File: src/rnra_pkg.sv
// Shared types and constants of the ring neighbour resource arbiter.
`default_nettype none
package rnra_pkg;

    localparam int MAX_SEATS_DEF = 8;   // default ring size
    localparam int SEAT_W        = 3;   // width of the seat field
    localparam int COUNT_W       = 4;   // width of the seat_count register
    localparam int MASK_W        = 8;   // width of the eating and hungry masks
    localparam int STATUS_W      = 2;
    localparam int S_DATA_W      = 8;   // operation + seat, padded to a byte
    localparam int M_DATA_W      = 24;  // 21 result bits, padded to whole bytes

    localparam logic [COUNT_W-1:0] SEAT_COUNT_RST = 4'd8;

    // status codes
    localparam logic [STATUS_W-1:0] STATUS_OK    = 2'd0;
    localparam logic [STATUS_W-1:0] STATUS_RANGE = 2'd1;
    localparam logic [STATUS_W-1:0] STATUS_STATE = 2'd2;

    // operation codes
    localparam logic OP_REQUEST = 1'b0;
    localparam logic OP_RELEASE = 1'b1;

    typedef enum logic [1:0] {
        SEAT_THINK  = 2'd0,
        SEAT_HUNGRY = 2'd1,
        SEAT_EAT    = 2'd2
    } seat_state_t;

    // what a cell shows its ring neighbors in the current cycle
    typedef struct packed {
        seat_state_t state;    // current seat state
        logic        rel;      // this seat is releasing in this cycle
        logic        grant_l;  // granted as left neighbor of a releasing seat
    } link_t;

    // what a cell reports toward the result word
    typedef struct packed {
        logic err;       // operation invalid in the seat's state
        logic self_g;    // request granted at once
        logic left_g;    // began eating as left neighbor of the releaser
        logic right_g;   // began eating as right neighbor of the releaser
    } report_t;

endpackage
`default_nettype wire

File: src/rnra_cell.sv
// One seat of the ring: holds its state and decides grants from its neighbors.
`default_nettype none
module rnra_cell #(
    parameter int IDX = 0,
    parameter int CW  = 4
) (
    input  wire logic                 aclk,
    input  wire logic                 aresetn,
    input  wire logic                 fire,
    input  wire logic                 op,
    input  wire logic [CW-1:0]        seat_ext,
    input  wire logic [CW-1:0]        cnt,
    input  wire rnra_pkg::link_t      left_i,
    input  wire rnra_pkg::link_t      right_i,
    output rnra_pkg::link_t           link_o,
    output rnra_pkg::seat_state_t     st_next_o,
    output rnra_pkg::report_t         rep_o
);

    rnra_pkg::seat_state_t state_reg;
    rnra_pkg::seat_state_t state_next;

    logic active;
    logic hit;
    logic req;
    logic rel;
    logic hungry;
    logic left_eat;
    logic right_eat_after;
    logic grant_self;
    logic grant_l;
    logic grant_r;

    always_comb begin
        active   = (CW'(IDX) < cnt);
        hit      = fire && active && (seat_ext == CW'(IDX));
        req      = hit && (op == rnra_pkg::OP_REQUEST) && (state_reg == rnra_pkg::SEAT_THINK);
        rel      = hit && (op == rnra_pkg::OP_RELEASE) && (state_reg == rnra_pkg::SEAT_EAT);
        hungry   = active && (state_reg == rnra_pkg::SEAT_HUNGRY);
        // a releasing neighbor counts as no longer eating
        left_eat = (left_i.state == rnra_pkg::SEAT_EAT) && !left_i.rel;
        right_eat_after = ((right_i.state == rnra_pkg::SEAT_EAT) && !right_i.rel)
                          || right_i.grant_l;
        grant_self = req && (left_i.state != rnra_pkg::SEAT_EAT)
                         && (right_i.state != rnra_pkg::SEAT_EAT);
        // left neighbor of the releaser is tested first, on the old states
        grant_l  = hungry && right_i.rel && !left_eat;
        // right neighbor sees the left grant already applied
        grant_r  = hungry && left_i.rel && !grant_l && !right_eat_after;

        state_next = state_reg;
        if (req) begin
            state_next = grant_self ? rnra_pkg::SEAT_EAT : rnra_pkg::SEAT_HUNGRY;
        end else if (rel) begin
            state_next = rnra_pkg::SEAT_THINK;
        end else if (grant_l || grant_r) begin
            state_next = rnra_pkg::SEAT_EAT;
        end
    end

    always_ff @(posedge aclk) begin
        if (!aresetn) begin
            state_reg <= rnra_pkg::SEAT_THINK;
        end else begin
            state_reg <= state_next;
        end
    end

    assign link_o.state   = state_reg;
    assign link_o.rel     = rel;
    assign link_o.grant_l = grant_l;

    assign st_next_o      = state_next;

    assign rep_o.err      = hit && !req && !rel;
    assign rep_o.self_g   = grant_self;
    assign rep_o.left_g   = grant_l;
    assign rep_o.right_g  = grant_r;

endmodule
`default_nettype wire

File: config.mk
export PLATFORM = sky130hd
export DESIGN_NAME = rnra_cell
export DESIGN_NICKNAME = d
export VERILOG_FILES = /design/src/rnra_pkg.sv /design/src/rnra_cell.sv
export SDC_FILE = /design/constraint.sdc
export NUM_CORES = 1
export LEC_CHECK = 0
export ABC_AREA = 1
export BUFFER_PORTS_ARGS = -buffer_cell sky130_fd_sc_hd__buf_2
export CAP_MARGIN = 30
export CORE_AREA = 8 8 45 47
export CTS_CLUSTER_SIZE = 20
export DETAILED_ROUTE_END_ITERATION = 6
export DIE_AREA = 0 0 53 55
export SYNTH_ARGS = -nofsm -noshare
export SYNTH_HDL_FRONTEND = slang
export SYNTH_SLANG_ARGS = --single-unit
File: constraint.sdc
create_clock -name aclk -period 2.5 [get_ports aclk]
set_input_delay 0 -clock aclk [delete_from_list [all_inputs] [get_ports aclk]]
set_output_delay 0 -clock aclk [all_outputs]
set_load 0.02 [all_outputs]
==> results by group, run 1 <==
Outcome
  – Run status: complete, no violations

Synth
  – Commonest register cell after synthesis: dfxtp_1
  – Synth area leaders: nand2_1 (16%), dfxtp_1 (13%), buf_4 (13%)
  – Synth Register Bits: 2
  – EDFF count, synth: 0
  – Total of warnings raised by yosys: 0
  – Top-area cell type share of the netlist area: 16.25%
  – Syn_nets: 73
  – Post-synthesis cell type count: 17
  – Synthesized area per cell: 5.666 um^2
  – Leading area contributor after synthesis: nand2_1
  – Post-synthesis sequential area ratio: about an eighth
  – Post-synthesis cell count: 53
  – Post-Syn Area: 300.3 um^2
  – Ys async rst share: 0%

Floorplanning
  – # IOs: 30
  – Die height: 55 um
  – Die Wd: roughly 53 um
  – Starting density of the core: approximately 22%
  – # rows: 14
  – Total core area: 1384 um^2
  – Die Area: 2915 um^2

GRT
  – Vias in the first global route: approximately 420
  – Global route total overflow: 0
  – Global-route wire length before repair: 1.524 mm
  – Initial antenna violation count: 0
  – Largest net degree at the start of global routing: 6
  – GRT Resource Usage Total: between 7 and 8%

Timing
  – Count of final setup violators: 0
  – Slew Limit Fails: 0
  – Min cycle time layout: between 1000 and 1500 ps
  – RSZ-0062 raised after global routing: no
  – Crit share post-route: approximately 54%
  – Final Skew: 0.2275 ps
  – Slew margin rel.: 80.29%
  – Post-route setup TNS: 0 ps
  – Hold Vio Cnt, Final: 0
  – Worst Hold Slack: ~19 ps
  – Worst slew pin tran: a little under 300 ps
  – Peak Freq: 739.2 MHz

Setup path
  – WP data arrival: 1350 ps
  – CP endpoint: st_next_o[1]
  – Worst r2r dst: state_reg[1]$_SDFF_PN0_
  – Worst Setup Start Kind: flop
  – Worst-path fanout max: 3
  – Worst path max stage delay: 350 ps
  – Reg2reg start: state_reg[1]$_SDFF_PN0_
  – R2R depth: 5
  – CP cell instances: inv_1 > nor3b_1 > nand2_1 > nand2_1 > nand2_1 > buf_2
  – CP Launch Point: state_reg[1]$_SDFF_PN0_
  – Cell mode on critical path: nand2_1
  – R2R Setup Slk: 1390 ps
  – Slowest CP cell: dfxtp_1
  – WS Path Type: flop to output port
  – Worst setup EP type: output port
  – Crit path required time: 2500 ps

Power
  – Peak VDD IR: 0.1141 mV
  – Power Dens Cells: 308.4 nW/um^2
  – Leakage: 0.2935 nW

Clock tree
  – Maximum level of the CTS H-tree: 1
  – CTS clk-pin slew, worst paths: around 30 ps
  – Sink Count: 2
  – Total clock buffers created by CTS: 3
  – Postcts setup bufs: 0
  – CTS tree: built
  – Worst-Skew Late Latency: ~220 ps
  – Post-CTS sizing: 0
  – CTS max path bufs: 2
  – # hold bufs at CTS: 0
  – CTS Root Cell: clkbuf_4

Routing
  – Via Count: slightly below 400
  – DR iter-0 viols: 2
  – Drt via density: 4.158
  – Routed len/inst: 10.29 um
  – Antenna viol nets, final: 0
  – Final WL: 978 um
  – DRC: 0
  – DRT Pass-1 Iters: 5

Min path
  – Hold depth: 3
  – Hold Path Class: input port to flop

Cells and area
  – Final Util: 32.19%
  – Post-layout instance area: 445.4 um^2
  – Proportion of layout cells with a drive suffix above 1: 48.10%
  – Commonest non-fill, non-tap cell in the layout: buf_2
  – Area delta synth->final: 48.33%
  – Number of antenna repair diodes: 0
  – Most frequent cells in the layout: buf_2 (28), nand2_1 (13), inv_1 (9), nor2_1 (6), nand3_1 (5)
  – Largest register FFs: 2
  – Final nets: 101

Flow run
  – MaxCap Viol Count: 0

Place
  – Gp weighted congestion: 0.7330
  – Port Buf Inserts: 28
  – Placed cell area: about 420 um^2
  – DP HPWL: approximately 900 um
==> area by class of cell <==
type | count | area, um^2
clock buffer | 3 | 22.52
timing repair buffer | 28 | 140.1
multi-input combinational | 35 | 181.4
inverter | 11 | 41.29
fill | 161 | 938.4
sequential | 2 | 40.04
tap | 16 | 20.02
==> worst max-delay path, delay by kind of cell, from the launching register on <==
kind	cells	cell delay, ps
simple gates	4	540
buf+inv	2	230
flops	1	350
==> cells by family after synthesis <==
logic type / share of synthesized area, %
flops: 13.33
buf+inv: 26.25
compound gates: 6.251
simple gates: 54.17
==> metal layers <==
layer | up-vias | share of wire (%) | global-route usage, %
met5 | - | 0 | 0
met4 | 0 | 0 | 5.172
met3 | 0 | 14 | 4.278
met2 | 20 | 50 | 12.11
met1 | 164 | 36 | 6.051
li1 | 211 | - | -
==> synth_stat cells (2+ instances only) <==
library cell and instances:
nand2_1 13, a21oi_1 2, nand3_1 5, nor3_2 2, nor2_1 6, inv_1 9
dfxtp_1 2, buf_4 5
==> worst min-delay path by stage <==
stage,start,to
final,aresetn,state_reg[0]$_SDFF_PN0_
after global routing,aresetn,state_reg[0]$_SDFF_PN0_
after CTS,aresetn,state_reg[0]$_SDFF_PN0_
after detailed placement,aresetn,state_reg[0]$_SDFF_PN0_
after global placement,aresetn,state_reg[1]$_SDFF_PN0_
after floorplan,aresetn,state_reg[0]$_SDFF_PN0_
==> where the power goes <==
part | switching, mW | internal (mW) | leakage, nW
combinational | 0.0172 | 0.0167 | 0.264
sequential | 0.000328 | 0.0325 | 0.0161
clock | 0.0177 | 0.0529 | 0.0138
==> stage by stage <==
step                      power, mW  instances  setup slack [ps]
after global placement      0.06654         92              1423
after global routing         0.1462         95              1020
after floorplan             0.04963         53              1176
after detailed placement    0.06741         92              1374
final                        0.1374         95              1147
after CTS                    0.1419         95              1127
Power figures use the tool's default switching activity.
==> run 2: changes to the inputs <==
==> constraint.sdc (replaced) <==
create_clock -name aclk -period 1.2 [get_ports aclk]
set_input_delay 0 -clock aclk [delete_from_list [all_inputs] [get_ports aclk]]
set_output_delay 0 -clock aclk [all_outputs]
set_load 0.02 [all_outputs]
==> run 2 against run 1 <==
Effect of this change:
- the run now ends with setup timing left
- flip-flop and latch count stayed put
- die area stayed put
- register-to-register slack got worse by 1200 ps
- critical path type unchanged
==> results by group, run 2 (synthesis results as in run 1) <==
GRT
  – Global route total overflow: 0 (unchanged)
  – Largest net degree at the start of global routing: 6 (unchanged)
  – GRT Resource Usage Total: 6.441% (was 7.092%)
  – Global-route wire length before repair: 1.455 mm (was 1.524 mm)
  – Initial antenna violation count: 0 (unchanged)
  – Vias in the first global route: 407 (was 421)

Timing
  – Peak Freq: 784.9 MHz
  – Final setup margin: -74.01 ps (was 1147 ps)
  – Final Skew: 0.6466 ps (was 0.2275 ps)
  – Count of final setup violators: 3 (was 0)
  – Slew margin rel.: 81.72% (was 80.29%)
  – Worst slew pin tran: 273.2 ps (was 294.1 ps)
  – Post-route setup TNS: -136.1 ps (was 0 ps)
  – Crit share post-route: 106.2%
  – Slew Limit Fails: 0 (unchanged)
  – RSZ-0062 raised after global routing: yes (was no)
  – Min cycle time layout: 1274 ps
  – Hold Vio Cnt, Final: 0 (unchanged)

Routing
  – Drt via density: 4.202 (was 4.158)
  – Via Count: 416 (was 395)
  – DRT Pass-1 Iters: 4 (was 5)
  – Routed len/inst: 10.40 um (was 10.29 um)
  – Antenna viol nets, final: 0 (unchanged)
  – DRC: 0 (unchanged)
  – Final WL: 1.030 mm (was 978 um)
  – DR iter-0 viols: 6 (was 2)

Clock tree
  – CTS Root Cell: clkbuf_4 (unchanged)
  – CTS tree: built (unchanged)
  – Sink Count: 2 (unchanged)
  – Worst-Skew Late Latency: 220 ps (about the same)
  – Total clock buffers created by CTS: 3 (unchanged)
  – Maximum level of the CTS H-tree: 1 (unchanged)
  – CTS max path bufs: 2 (unchanged)
  – CTS clk-pin slew, worst paths: 30 ps (about the same)
  – # hold bufs at CTS: 0 (unchanged)

Setup path
  – WP data arrival: 1270 ps (was 1350 ps)
  – R2R depth: 7 (was 5)
  – R2R Setup Slk: 150 ps (was 1390 ps)
  – Worst setup EP type: output port (unchanged)
  – WS Path Type: flop to output port (unchanged)
  – Reg2reg start: state_reg[1]$_SDFF_PN0_ (unchanged)
  – Worst r2r dst: state_reg[1]$_SDFF_PN0_ (unchanged)
  – Worst-path fanout max: 3 (unchanged)
  – Crit path required time: 1200 ps (was 2500 ps)
  – Worst Setup Start Kind: flop (unchanged)

Cells and area
  – Most frequent cells in the layout: buf_2 (23), nand2_1 (9), inv_1 (7) (was buf_2 (28), nand2_1 (13), inv_1 (9), nor2_1 (6), nand3_1 (5))
  – Layout fillers: 154 (was 161)
  – Register area: 45.04 um^2 (was 40.04 um^2)
  – Commonest non-fill, non-tap cell in the layout: buf_2 (unchanged)
  – Final Util: 40.60% (was 32.19%)
  – Proportion of layout cells with a drive suffix above 1: 65.06% (was 48.10%)
  – Final nets: 105 (was 101)
  – Area delta synth->final: 87.08% (was 48.33%)
  – Area of the multi-input gates: 229.0 um^2 (was 181.4 um^2)
  – Number of antenna repair diodes: 0 (unchanged)
  – Largest register FFs: 2 (unchanged)

Outcome
  – Failing checks: setup timing
  – Run status: complete, but fails checks (was complete, no violations)

Place
  – Gp weighted congestion: 0.7085 (was 0.7330)
  – Port Buf Inserts: 28 (unchanged)
  – DP HPWL: 829.7 um (was 896.1 um)

Power
  – Peak VDD IR: 0.2256 mV (was 0.1141 mV)
  – Leakage: 0.3206 nW (was 0.2935 nW)
  – Power Dens Cells: 518.0 nW/um^2 (was 308.4 nW/um^2)

Floorplanning
  – Die height: 55 um (unchanged)
  – Die Wd: 53 um (unchanged)
  – Total core area: 1384 um^2 (unchanged)
  – # rows: 14 (unchanged)
  – Starting density of the core: 21.70% (unchanged)
  – # IOs: 30 (unchanged)
  – Die Area: 2915 um^2 (unchanged)

Min path
  – Hold EP: state_reg[1]$_SDFF_PN0_ (was state_reg[0]$_SDFF_PN0_)
  – Worst hold path startpoint: aresetn (unchanged)
  – Hold depth: 3 (unchanged)
  – Hold Path Class: input port to flop (unchanged)

Flow run
  – MaxCap Viol Count: 0 (unchanged)
[run 2: how the worst max path moves through the flow]
stage | start | endpoint | slack, ps | cells past startpoint
after floorplan | state_reg[1]$_SDFF_PN0_ | state_reg[1]$_SDFF_PN0_ | 20 | 5
after global placement | state_reg[0]$_SDFF_PN0_ | st_next_o[1] | 140 | 7
after detailed placement | state_reg[1]$_SDFF_PN0_ | st_next_o[1] | 130 | 6
after CTS | state_reg[1]$_SDFF_PN0_ | st_next_o[1] | -50 | 8
after global routing | state_reg[1]$_SDFF_PN0_ | st_next_o[1] | -160 | 8
final | state_reg[1]$_SDFF_PN0_ | st_next_o[1] | -70 | 8
[run 2: final cells by class]
type | instances | share of cell area (%)
sequential | 2 | 8.018
multi-input combinational | 35 | 40.76
clock buffer | 3 | 4.009
tap | 16 | 3.563
inverter | 11 | 7.795
timing repair buffer | 32 | 35.86
[run 2: routing by layer]
layer	share of wire (%)	global-route usage (%)
met4	0	3.879
met3	16	2.941
met5	0	0
met2	51	10.55
met1	33	6.667
[run 2: power by group]
group	internal, mW	total (mW)	switching [mW]	leakage, nW
Combinational	0.0401	0.0820	0.0419	0.289
Sequential	0.0658	0.0669	0.00108	0.0174
Clock	0.110	0.142	0.0324	0.0138
[run 2: critical path: stages (launching register included)]
cell and delay (ps):
dfxtp_2 330, inv_2 80, nand2_2 70, a21oi_4 130
nand2_2 100, nand3_1 70, nand2_1 70, nand2_1 90
buf_6 120
[run 2: what timing repair did]
action	4_1_cts	5_1_grt
gates resized for setup	9	17
endpoints found under the setup margin	5	4
pin swaps	3	5
setup buffers	1	2
[run 2: metrics by stage]
stage / hold slack (ps) / setup slack, ps / power [mW] / cells / instance area [um^2]
finish: 28.34 / -74.01 / 0.2910 / 99 / 561.8
CTS: 19.33 / -47.95 / 0.2939 / 97 / 491.7
detailed placement: 259.0 / 125.3 / 0.1420 / 93 / 436.7
floorplan: 131.6 / 22.97 / 0.1041 / 53 / 306.5
global route: 28.77 / -156.1 / 0.3189 / 99 / 561.8
global placement: 253.6 / 141.4 / 0.1401 / 93 / 436.7
